<file path="src/hdl/twsm_pkg.sv">
// ---------------------------------------------------------------------------
// twsm_pkg
// Shared types, codes and tables for the two-wire sensor measurement master.
// ---------------------------------------------------------------------------
`default_nettype none

package twsm_pkg;

  // Protocol phases of one measurement transaction
  typedef enum logic [4:0] {
    PH_IDLE  = 5'd0,
    PH_START = 5'd1,
    PH_CSET  = 5'd2,
    PH_CHI   = 5'd3,
    PH_CLO   = 5'd4,
    PH_ACK0  = 5'd5,
    PH_ACK1  = 5'd6,
    PH_ACK2  = 5'd7,
    PH_POLL  = 5'd8,
    PH_RREL  = 5'd9,
    PH_RHI   = 5'd10,
    PH_RLO   = 5'd11,
    PH_MACK0 = 5'd12,
    PH_MACK1 = 5'd13,
    PH_MACK2 = 5'd14,
    PH_MACK3 = 5'd15,
    PH_MACK4 = 5'd16,
    PH_CRC0  = 5'd17,
    PH_CRC1  = 5'd18,
    PH_CRC2  = 5'd19
  } phase_t;

  // Configuration register indexes
  localparam logic [1:0] CFG_STEP_TICKS    = 2'd0;
  localparam logic [1:0] CFG_POLL_INTERVAL = 2'd1;
  localparam logic [1:0] CFG_POLL_LIMIT    = 2'd2;

  localparam logic [15:0] STEP_TICKS_RST    = 16'd1;
  localparam logic [7:0]  POLL_INTERVAL_RST = 8'd2;
  localparam logic [7:0]  POLL_LIMIT_RST    = 8'd200;

  // Sensor commands
  localparam logic [7:0] CMD_TEMP  = 8'h03;
  localparam logic [7:0] CMD_HUMID = 8'h05;

  localparam logic [3:0] START_STEPS = 4'd10;
  localparam logic [3:0] BYTE_BITS   = 4'd8;

  // Request kinds (s_tuser)
  localparam logic REQ_TICK  = 1'b0;
  localparam logic REQ_START = 1'b1;

  // Result tdata layout, low bit up
  localparam int OB_CLK     = 0;
  localparam int OB_DRIVE   = 1;
  localparam int OB_LEVEL   = 2;
  localparam int OB_BUSY    = 3;
  localparam int OB_DONE    = 4;
  localparam int OB_RAW_LO  = 5;
  localparam int OB_RAW_HI  = 20;
  localparam int OB_TIMEOUT = 21;

  typedef struct packed {
    logic [15:0] step_ticks;
    logic [7:0]  poll_interval_steps;
    logic [7:0]  poll_limit;
  } cfg_t;

  typedef struct packed {
    logic clk;
    logic drive;
    logic level;
  } lines_t;

  typedef struct packed {
    logic        clock_level;
    logic        data_drive;
    logic        data_level;
    logic        busy_res;
    logic        done_res;
    logic [15:0] raw_value;
    logic        timed_out;
  } res_t;

  // Bus levels for each step of the transmission-start pattern
  function automatic lines_t start_lines(input logic [3:0] sub);
    lines_t l;
    l = '{clk: 1'b0, drive: 1'b0, level: 1'b0};
    case (sub)
      4'd0, 4'd1: l = '{clk: 1'b0, drive: 1'b0, level: 1'b0};
      4'd2:       l = '{clk: 1'b0, drive: 1'b1, level: 1'b1};
      4'd3:       l = '{clk: 1'b1, drive: 1'b1, level: 1'b1};
      4'd4:       l = '{clk: 1'b1, drive: 1'b1, level: 1'b0};
      4'd5:       l = '{clk: 1'b0, drive: 1'b1, level: 1'b0};
      4'd6:       l = '{clk: 1'b1, drive: 1'b1, level: 1'b0};
      4'd7:       l = '{clk: 1'b1, drive: 1'b1, level: 1'b1};
      4'd8:       l = '{clk: 1'b0, drive: 1'b1, level: 1'b1};
      default:    l = '{clk: 1'b0, drive: 1'b1, level: 1'b0};
    endcase
    return l;
  endfunction

endpackage

`default_nettype wire

</file>
<file path="src/hdl/twsm_core.sv">
// ---------------------------------------------------------------------------
// twsm_core
// Protocol sequencer: advances one request per enable, gives its result.
// ---------------------------------------------------------------------------
`default_nettype none

module twsm_core (
  input  wire logic           clk,
  input  wire logic           rst,
  input  wire logic           item_en,
  input  wire logic           req,
  input  wire logic           kind,
  input  wire logic           din,
  input  wire twsm_pkg::cfg_t cfg,
  output twsm_pkg::res_t      res
);
  import twsm_pkg::*;

  phase_t      phase, phase_next;
  logic [3:0]  bit_index, bit_index_next;
  logic [15:0] tick_count, tick_count_next;
  logic [7:0]  poll_count, poll_count_next;
  logic [7:0]  command_shift, command_shift_next;
  logic [15:0] read_shift, read_shift_next;
  logic        timeout_flag, timeout_flag_next;
  logic [7:0]  interval_steps, interval_steps_next;
  logic [3:0]  start_sub, start_sub_next;
  logic        step_done;

  logic [15:0] tick_inc;
  logic [8:0]  interval_inc;
  logic [7:0]  poll_inc;
  logic [3:0]  sub_inc;
  logic [3:0]  bit_inc;

  assign tick_inc     = tick_count + 16'd1;
  assign interval_inc = {1'b0, interval_steps} + 9'd1;
  assign poll_inc     = poll_count + 8'd1;
  assign sub_inc      = start_sub + 4'd1;
  assign bit_inc      = bit_index + 4'd1;

  always_comb begin : next_state
    phase_next          = phase;
    bit_index_next      = bit_index;
    tick_count_next     = tick_count;
    poll_count_next     = poll_count;
    command_shift_next  = command_shift;
    read_shift_next     = read_shift;
    timeout_flag_next   = timeout_flag;
    interval_steps_next = interval_steps;
    start_sub_next      = start_sub;
    step_done           = 1'b0;
    if (req == REQ_START) begin
      // a start while busy is dropped
      if (phase == PH_IDLE) begin
        phase_next          = PH_START;
        start_sub_next      = '0;
        tick_count_next     = '0;
        bit_index_next      = '0;
        poll_count_next     = '0;
        interval_steps_next = '0;
        read_shift_next     = '0;
        timeout_flag_next   = 1'b0;
        command_shift_next  = kind ? CMD_HUMID : CMD_TEMP;
      end
    end else if (phase != PH_IDLE) begin
      tick_count_next = tick_inc;
      if (tick_inc >= cfg.step_ticks) begin
        tick_count_next = '0;
        case (phase)
          PH_START: begin
            start_sub_next = sub_inc;
            if (sub_inc >= START_STEPS) begin
              phase_next     = PH_CSET;
              bit_index_next = '0;
            end
          end
          PH_CSET: phase_next = PH_CHI;
          PH_CHI:  phase_next = PH_CLO;
          PH_CLO: begin
            command_shift_next = {command_shift[6:0], 1'b0};
            bit_index_next     = bit_inc;
            phase_next         = (bit_inc >= BYTE_BITS) ? PH_ACK0 : PH_CSET;
          end
          PH_ACK0: phase_next = PH_ACK1;
          PH_ACK1: phase_next = PH_ACK2;
          PH_ACK2: begin
            phase_next          = PH_POLL;
            poll_count_next     = '0;
            interval_steps_next = '0;
          end
          PH_POLL: begin
            if (interval_inc >= {1'b0, cfg.poll_interval_steps}) begin
              interval_steps_next = '0;
              poll_count_next     = poll_inc;
              if (!din) begin
                phase_next      = PH_RREL;
                bit_index_next  = '0;
                read_shift_next = '0;
              end else if (poll_inc >= cfg.poll_limit) begin
                // timeout is flagged only, the read goes on
                timeout_flag_next = 1'b1;
                phase_next        = PH_RREL;
                bit_index_next    = '0;
                read_shift_next   = '0;
              end
            end else begin
              interval_steps_next = interval_inc[7:0];
            end
          end
          PH_RREL: phase_next = PH_RHI;
          PH_RHI: begin
            read_shift_next = {read_shift[14:0], din};
            bit_index_next  = bit_inc;
            phase_next      = PH_RLO;
          end
          PH_RLO: begin
            // index wraps to zero after the second byte
            if (bit_index == BYTE_BITS) begin
              phase_next = PH_MACK0;
            end else if (bit_index == 4'd0) begin
              phase_next = PH_CRC0;
            end else begin
              phase_next = PH_RHI;
            end
          end
          PH_MACK0: phase_next = PH_MACK1;
          PH_MACK1: phase_next = PH_MACK2;
          PH_MACK2: phase_next = PH_MACK3;
          PH_MACK3: phase_next = PH_MACK4;
          PH_MACK4: phase_next = PH_RREL;
          PH_CRC0:  phase_next = PH_CRC1;
          PH_CRC1:  phase_next = PH_CRC2;
          PH_CRC2: begin
            phase_next = PH_IDLE;
            step_done  = 1'b1;
          end
          default: phase_next = PH_IDLE;
        endcase
      end
    end
  end

  // Bus levels after this request is applied
  always_comb begin : outputs
    lines_t l;
    l = '{clk: 1'b0, drive: 1'b0, level: 1'b0};
    case (phase_next)
      PH_START: l = start_lines(start_sub_next);
      PH_CSET, PH_CLO:
        l = '{clk: 1'b0, drive: 1'b1, level: command_shift_next[7]};
      PH_CHI:
        l = '{clk: 1'b1, drive: 1'b1, level: command_shift_next[7]};
      PH_ACK1, PH_RHI:
        l = '{clk: 1'b1, drive: 1'b0, level: 1'b0};
      PH_MACK0, PH_MACK1, PH_CRC0, PH_CRC2:
        l = '{clk: 1'b0, drive: 1'b1, level: 1'b1};
      PH_MACK2, PH_MACK4:
        l = '{clk: 1'b0, drive: 1'b1, level: 1'b0};
      PH_MACK3:
        l = '{clk: 1'b1, drive: 1'b1, level: 1'b0};
      PH_CRC1:
        l = '{clk: 1'b1, drive: 1'b1, level: 1'b1};
      default: l = '{clk: 1'b0, drive: 1'b0, level: 1'b0};
    endcase
    res.clock_level = l.clk;
    res.data_drive  = l.drive;
    res.data_level  = l.level;
    res.busy_res    = (phase_next != PH_IDLE);
    res.done_res    = step_done;
    res.raw_value   = step_done ? read_shift_next : 16'd0;
    res.timed_out   = timeout_flag_next;
  end

  always_ff @(posedge clk) begin
    if (rst) begin
      phase          <= PH_IDLE;
      bit_index      <= '0;
      tick_count     <= '0;
      poll_count     <= '0;
      command_shift  <= '0;
      read_shift     <= '0;
      timeout_flag   <= 1'b0;
      interval_steps <= '0;
      start_sub      <= '0;
    end else if (item_en) begin
      phase          <= phase_next;
      bit_index      <= bit_index_next;
      tick_count     <= tick_count_next;
      poll_count     <= poll_count_next;
      command_shift  <= command_shift_next;
      read_shift     <= read_shift_next;
      timeout_flag   <= timeout_flag_next;
      interval_steps <= interval_steps_next;
      start_sub      <= start_sub_next;
    end
  end

endmodule

`default_nettype wire

</file>
<file path="src/hdl/two_wire_sensor_measurement_master.sv">
// ---------------------------------------------------------------------------
// two_wire_sensor_measurement_master
// Bit-level master for a two-wire sensor temperature/humidity measurement.
// ---------------------------------------------------------------------------
// Usage:
//  - Input stream (s_*): each request is either a time tick (s_tuser = 0) or
//    a start request (s_tuser = 1). s_tdata[0] picks the measurement
//    (0 temperature, 1 humidity), s_tdata[1] is the sampled data line.
//  - Output stream (m_*): exactly one result per request, in order: clock
//    and data line levels to drive, busy, done, raw value and timeout flag.
//  - Every protocol delay step lasts step_ticks tick requests. A start while
//    a transaction runs is dropped and does not count as a tick.
//  - Result is registered: out in the cycle after the request is taken.
//    Throughput: one request per cycle unless stalled; the sequencer does a
//    constant amount of work per request, bounded by one 16-bit tick compare.
//  - The result register frees on the cycle it is taken, so a new request
//    is accepted while the previous result is handed over. When the
//    receiver stalls, s_tready drops until the waiting result is taken.
//  - Reset (rst, synchronous): sequencer idle, output empty, registers back
//    to step_ticks 1, poll interval 2 steps, poll limit 200.
//  - Configuration: cfg_we writes cfg_wdata to register cfg_addr; write
//    only while no transaction is running.
// ---------------------------------------------------------------------------
`default_nettype none

module two_wire_sensor_measurement_master (
  input  wire logic        clk,
  input  wire logic        rst,
  // request stream
  input  wire logic        s_tvalid,
  output logic             s_tready,
  input  wire logic [7:0]  s_tdata,   // [0] measure_kind, [1] data_in, rest 0
  input  wire logic        s_tuser,   // [0] req_type
  // result stream
  output logic             m_tvalid,
  input  wire logic        m_tready,
  output logic [23:0]      m_tdata,   // [0] clock_level, [1] data_drive,
                                      // [2] data_level, [3] busy_res,
                                      // [4] done_res, [20:5] raw_value,
                                      // [21] timed_out, rest 0
  // configuration writes
  input  wire logic        cfg_we,
  input  wire logic [1:0]  cfg_addr,
  input  wire logic [15:0] cfg_wdata
);
  import twsm_pkg::*;

  cfg_t cfg;
  res_t res;
  logic accept;

  // config registers
  always_ff @(posedge clk) begin
    if (rst) begin
      cfg.step_ticks          <= STEP_TICKS_RST;
      cfg.poll_interval_steps <= POLL_INTERVAL_RST;
      cfg.poll_limit          <= POLL_LIMIT_RST;
    end else if (cfg_we) begin
      case (cfg_addr)
        CFG_STEP_TICKS:    cfg.step_ticks          <= cfg_wdata;
        CFG_POLL_INTERVAL: cfg.poll_interval_steps <= cfg_wdata[7:0];
        CFG_POLL_LIMIT:    cfg.poll_limit          <= cfg_wdata[7:0];
        default: ;
      endcase
    end
  end

  // take a request whenever the result slot is empty or being emptied
  assign s_tready = !m_tvalid || m_tready;
  assign accept   = s_tvalid && s_tready;

  twsm_core u_core (
    .clk     (clk),
    .rst     (rst),
    .item_en (accept),
    .req     (s_tuser),
    .kind    (s_tdata[0]),
    .din     (s_tdata[1]),
    .cfg     (cfg),
    .res     (res)
  );

  // result register
  always_ff @(posedge clk) begin
    if (rst) begin
      m_tvalid <= 1'b0;
    end else if (accept) begin
      m_tvalid <= 1'b1;
    end else if (m_tready) begin
      m_tvalid <= 1'b0;
    end
  end

  always_ff @(posedge clk) begin
    if (accept) begin
      m_tdata <= {2'b00, res.timed_out, res.raw_value, res.done_res, res.busy_res,
                  res.data_level, res.data_drive, res.clock_level};
    end
  end

endmodule

`default_nettype wire

</file>
<file path="config.mk">
export PLATFORM = sky130hd
export DESIGN_NAME = two_wire_sensor_measurement_master
export DESIGN_NICKNAME = d
export VERILOG_FILES = /design/src/hdl/twsm_pkg.sv /design/src/hdl/twsm_core.sv /design/src/hdl/two_wire_sensor_measurement_master.sv
export SDC_FILE = /design/constraint.sdc
export NUM_CORES = 1
export LEC_CHECK = 0
export BUFFER_PORTS_ARGS = -buffer_cell sky130_fd_sc_hd__buf_2
export CORE_ASPECT_RATIO = 1.75
export CORE_MARGIN = 2
export CORE_UTILIZATION = 50
export CTS_CLUSTER_SIZE = 25
export DETAILED_ROUTE_END_ITERATION = 12
export PLACE_DENSITY = 0.67
export SYNTH_ARGS = -nofsm -noshare
export SYNTH_HDL_FRONTEND = slang
export SYNTH_SLANG_ARGS = --single-unit
</file>
<file path="constraint.sdc">
create_clock -name clk -period 9.6 [get_ports clk]
set_input_delay 0.96 -clock clk [delete_from_list [all_inputs] [get_ports clk]]
set_output_delay 0.96 -clock clk [all_outputs]
set_load 0.05 [all_outputs]
</file>
==> summary.md <==
| Metric | Value |
|---|---|
| Status | finished clean |
| FF+latch count, synth | 125 |
| Async S/R FF share, synth | 0% |
| FF-to-FF path depth | 17 |
| RSZ-0062 raised after global routing | no |
| CTS buffer count | 17 |
| Post-route cell area | 7860 um^2 |
| Final count of hold timing violations | 0 |
| Commonest cells after routing, fill and taps aside | 117 x nor2_1, 103 x dfxtp_1, 97 x nand2_1, 69 x a21oi_1, 49 x buf_2 |
| Final HPWL DP | 11.8 mm |
| Sequential share of power | 42.2% |
| Placed instance area | 7320 um^2 |
| CTS Hold Bufs | 0 |
| Ys Warns | 0 |
| Worst Path Max Fanout | 6 |
| R2r startpoint | u_core.tick_count[2] |
| Multi-input logic area | 3920 um^2 |
| Setup TNS | 0 ps |
| Netlist cell types | 78 |
| # DRC | 0 |
| Clock Latency Late Sink | 430 ps |
| Min cycle time layout | 4990 ps |
| Final GP Congestion | 0.907 |
| Tcrit/Tclk final | 52.0% |
| Reg area | 2720 um^2 |
| Nets | 946 |
| Rel. slew slack | 26.0% |
| Diode count | 0 |
| Sw frac | 29.3% |
| Pint | 943 uW |
| Min-Delay Path Class | flop to flop |
| Worst EP required | 9770 ps |
| Max cap viols | 0 |
| Die Wd | 93.4 um |
| Placeable core region | 13800 um^2 |
| R2R setup slack | 4610 ps |
| Vias in the first global route | 5928 |
| Worst-path cell chain | and3_1, and3_1, nand3_1, nor2_1, and3_1, nand3_1, xnor2_1, ha_1, nand2_1, nor2_1, a211oi_1, nor2_1, o21ai_1, o22ai_2, xnor3_1, mux2i_1, o21ai_1 |
| Worst setup EP type | flop |
| Worst Setup Start Kind | flop |
| Die Y | 160 um |
| Vias post-DR | 6070 |
| Worst EP arrival | 5160 ps |
| Finish-stage setup viols | 0 |
| PD cells | 170 nW/um^2 |
| Vias per inst | 5.72 |
| Fraction of layout cells with a size suffix above 1 | 12.3% |
| Post-CTS sizing | 0 |
| Drt first pass iters | 5 |
| Global-route wire length before repair | 27.3 mm |
| Fmax | 0.200 GHz |
| Syn Area/Cell | 8.34 um^2 |
| Initial antenna violation count | 0 |
| Post-Route WL | 16.2 mm |
| Worst Skew | 17.2 ps |
| Initial DRC count | 251 |
| Clk pwr share | 44.1% |
| DIE AREA | 15000 um^2 |
| Worst-Margin Slew | 1110 ps |
| Post-synthesis cell area | 6990 um^2 |
| Capturing point of the worst reg2reg path | m_tdata[0] |
| Hold path depth | 2 |
| Hold endpoint | cfg[26] |
| Post-synth EDFFs | 22 |
| Ys flop type | dfxtp_1 |
| GRT Overall Usage | 22.6% |
| Fin util | 57.1% |
| Floorplan row count | 57 |
| Setup bufs post-CTS | 0 |
| Post-Synthesis Cells | 838 |
| Filler cell count | 1276 |
| Critical path's slowest cell | a211oi_1 |
| CP peak stage delay | 750 ps |
| H-tree levels | 4 |
| Ports | 58 |
| Clk pin slew, worst setup/hold paths | 60 ps |
| Register area share after synthesis | 39.0% |
| Maximum number of pins on one net before global-route repair | 104 |
| Clock tree sinks | 125 |
| Port bufs | 49 |
| Logic pwr share | 13.7% |
| Drt wl/cell | 15.3 um |
| Antenna viol nets, final | 0 |
| Most common cell after layout, fill and taps aside | nor2_1 |
| CTS max path bufs | 2 |
| VDD IR max | 0.107 mV |
| P_sw | 392 uW |
| P_leak | 0.00308 uW |
| Fin. max-slew vios | 0 |
| Area grow syn2layout | 12.5% |
| Critical setup path kind | flop to flop |
| Worst Hold Launch | cfg[26] |
| Initial Util | 50.7% |
| Root buffer selected by CTS | clkbuf_16 |
| Grt ovf | 0 |
| CTS tree | yes |
worst max-delay path, delay by kind of cell (launching register included):
kind	cells	cell delay, ps
xor+xnor	2	610
fa+ha+maj	1	290
flops	1	430
compound gates	4	1540
mux	1	170
simple gates	9	1700
worst max path at each step:
stage	slack (ps)	cells after the start	start	end
after floorplan	5800	17	u_core.tick_count[2]	m_tdata[0]
after global placement	4820	17	u_core.tick_count[2]	m_tdata[0]
after detailed placement	4740	17	u_core.tick_count[2]	m_tdata[0]
after CTS	4710	17	u_core.tick_count[2]	m_tdata[0]
after global routing	4290	17	u_core.tick_count[2]	m_tdata[1]
final	4610	17	u_core.tick_count[2]	m_tdata[0]
cells in the mapped netlist, types with 3 or more instances:
master,n,area share [%]
o21ai_0,25,1.8
nand3b_1,15,1.6
inv_1,45,2.4
nand2b_1,9,0.81
clkbuf_1,30,1.6
nand2_1,97,5.2
o211ai_1,4,0.43
nor2b_1,8,0.72
a22oi_1,35,3.8
a21oi_1,69,4.9
nand4_1,11,0.99
and3_1,13,1.2
edfxtp_1,22,9.5
xor2_1,13,1.6
mux2_2,4,0.64
and2_1,3,0.27
nand3_1,32,2.3
o21a_1,5,0.54
ha_1,42,7.5
nor3b_1,5,0.54
a211oi_1,11,1.2
dfxtp_1,103,30
xnor2_1,16,2.0
a2bb2oi_1,4,0.50
nor3_1,12,0.86
o21ai_1,9,0.64
mux2i_1,15,2.1
nor2_1,117,6.3
buf_2,7,0.50
per-stage QoR:
stage	setup slack, ps	cells	power [uW]	hold WS (ps)
after floorplan	5800	839	711	432
after global placement	4820	1030	751	441
after detailed placement	4740	1030	756	450
after CTS	4710	1062	1340	459
after global routing	4290	1062	1390	471
final	4610	1062	1330	454
cells by family (layout without fill, tap and decap cells):
kind of cell,count (synthesis),in the layout,synth area share (%)
AOI/OAI and AO/OA,201,201,19.4
and+or+nand+nor,334,334,22.2
DFF,125,125,39.0
adders and majority gates,42,42,7.52
buffers and inverters,85,131,4.91
xor gates and xnor gates,30,30,3.96
muxes,20,20,3.01
other,1,2,0.0537
flip-flops by register name, indices dropped and copies added (netlist names):
| signal | count |
|---|---|
| u_core.poll_count | 8 |
| u_core.timeout_flag | 1 |
| u_core.start_sub | 4 |
| cfg | 32 |
| u_core.read_shift | 16 |
| u_core.tick_count | 16 |
| m_tdata | 22 |
| u_core.interval_steps | 8 |
| u_core.phase | 5 |
| u_core.bit_index | 4 |
| m_tvalid | 1 |
| u_core.command_shift | 8 |
layer usage:
layer	up-vias	GRT usage, %	part of all wire (%)	wire, um
met2	152	39.9	53	8560
met4	0	11.8	3.6	588
met5	-	0	0	0
met3	44	4.83	3.6	591
li1	3031	-	-	-
met1	2843	25.0	40	6470
power groups by stage:
stage          clock [uW]  sequential (uW)  combinational, uW
5_1_grt               627              565                200
4_1_cts               600              563                182
3_5_place_dp            0              574                182
2_1_floorplan           0              592                119
6_report              589              563                183
3_3_place_gp            0              574                177
layout make-up:
type / instances / share of cell area (%)
sequential: 125 / 34.6
clock buffer: 19 / 5.51
multi-input combinational: 629 / 49.9
timing repair buffer: 54 / 3.60
tap: 177 / 2.82
inverter: 45 / 2.15
clock inverter: 13 / 1.37
No activity file was read; power rests on OpenSTA's default activity.
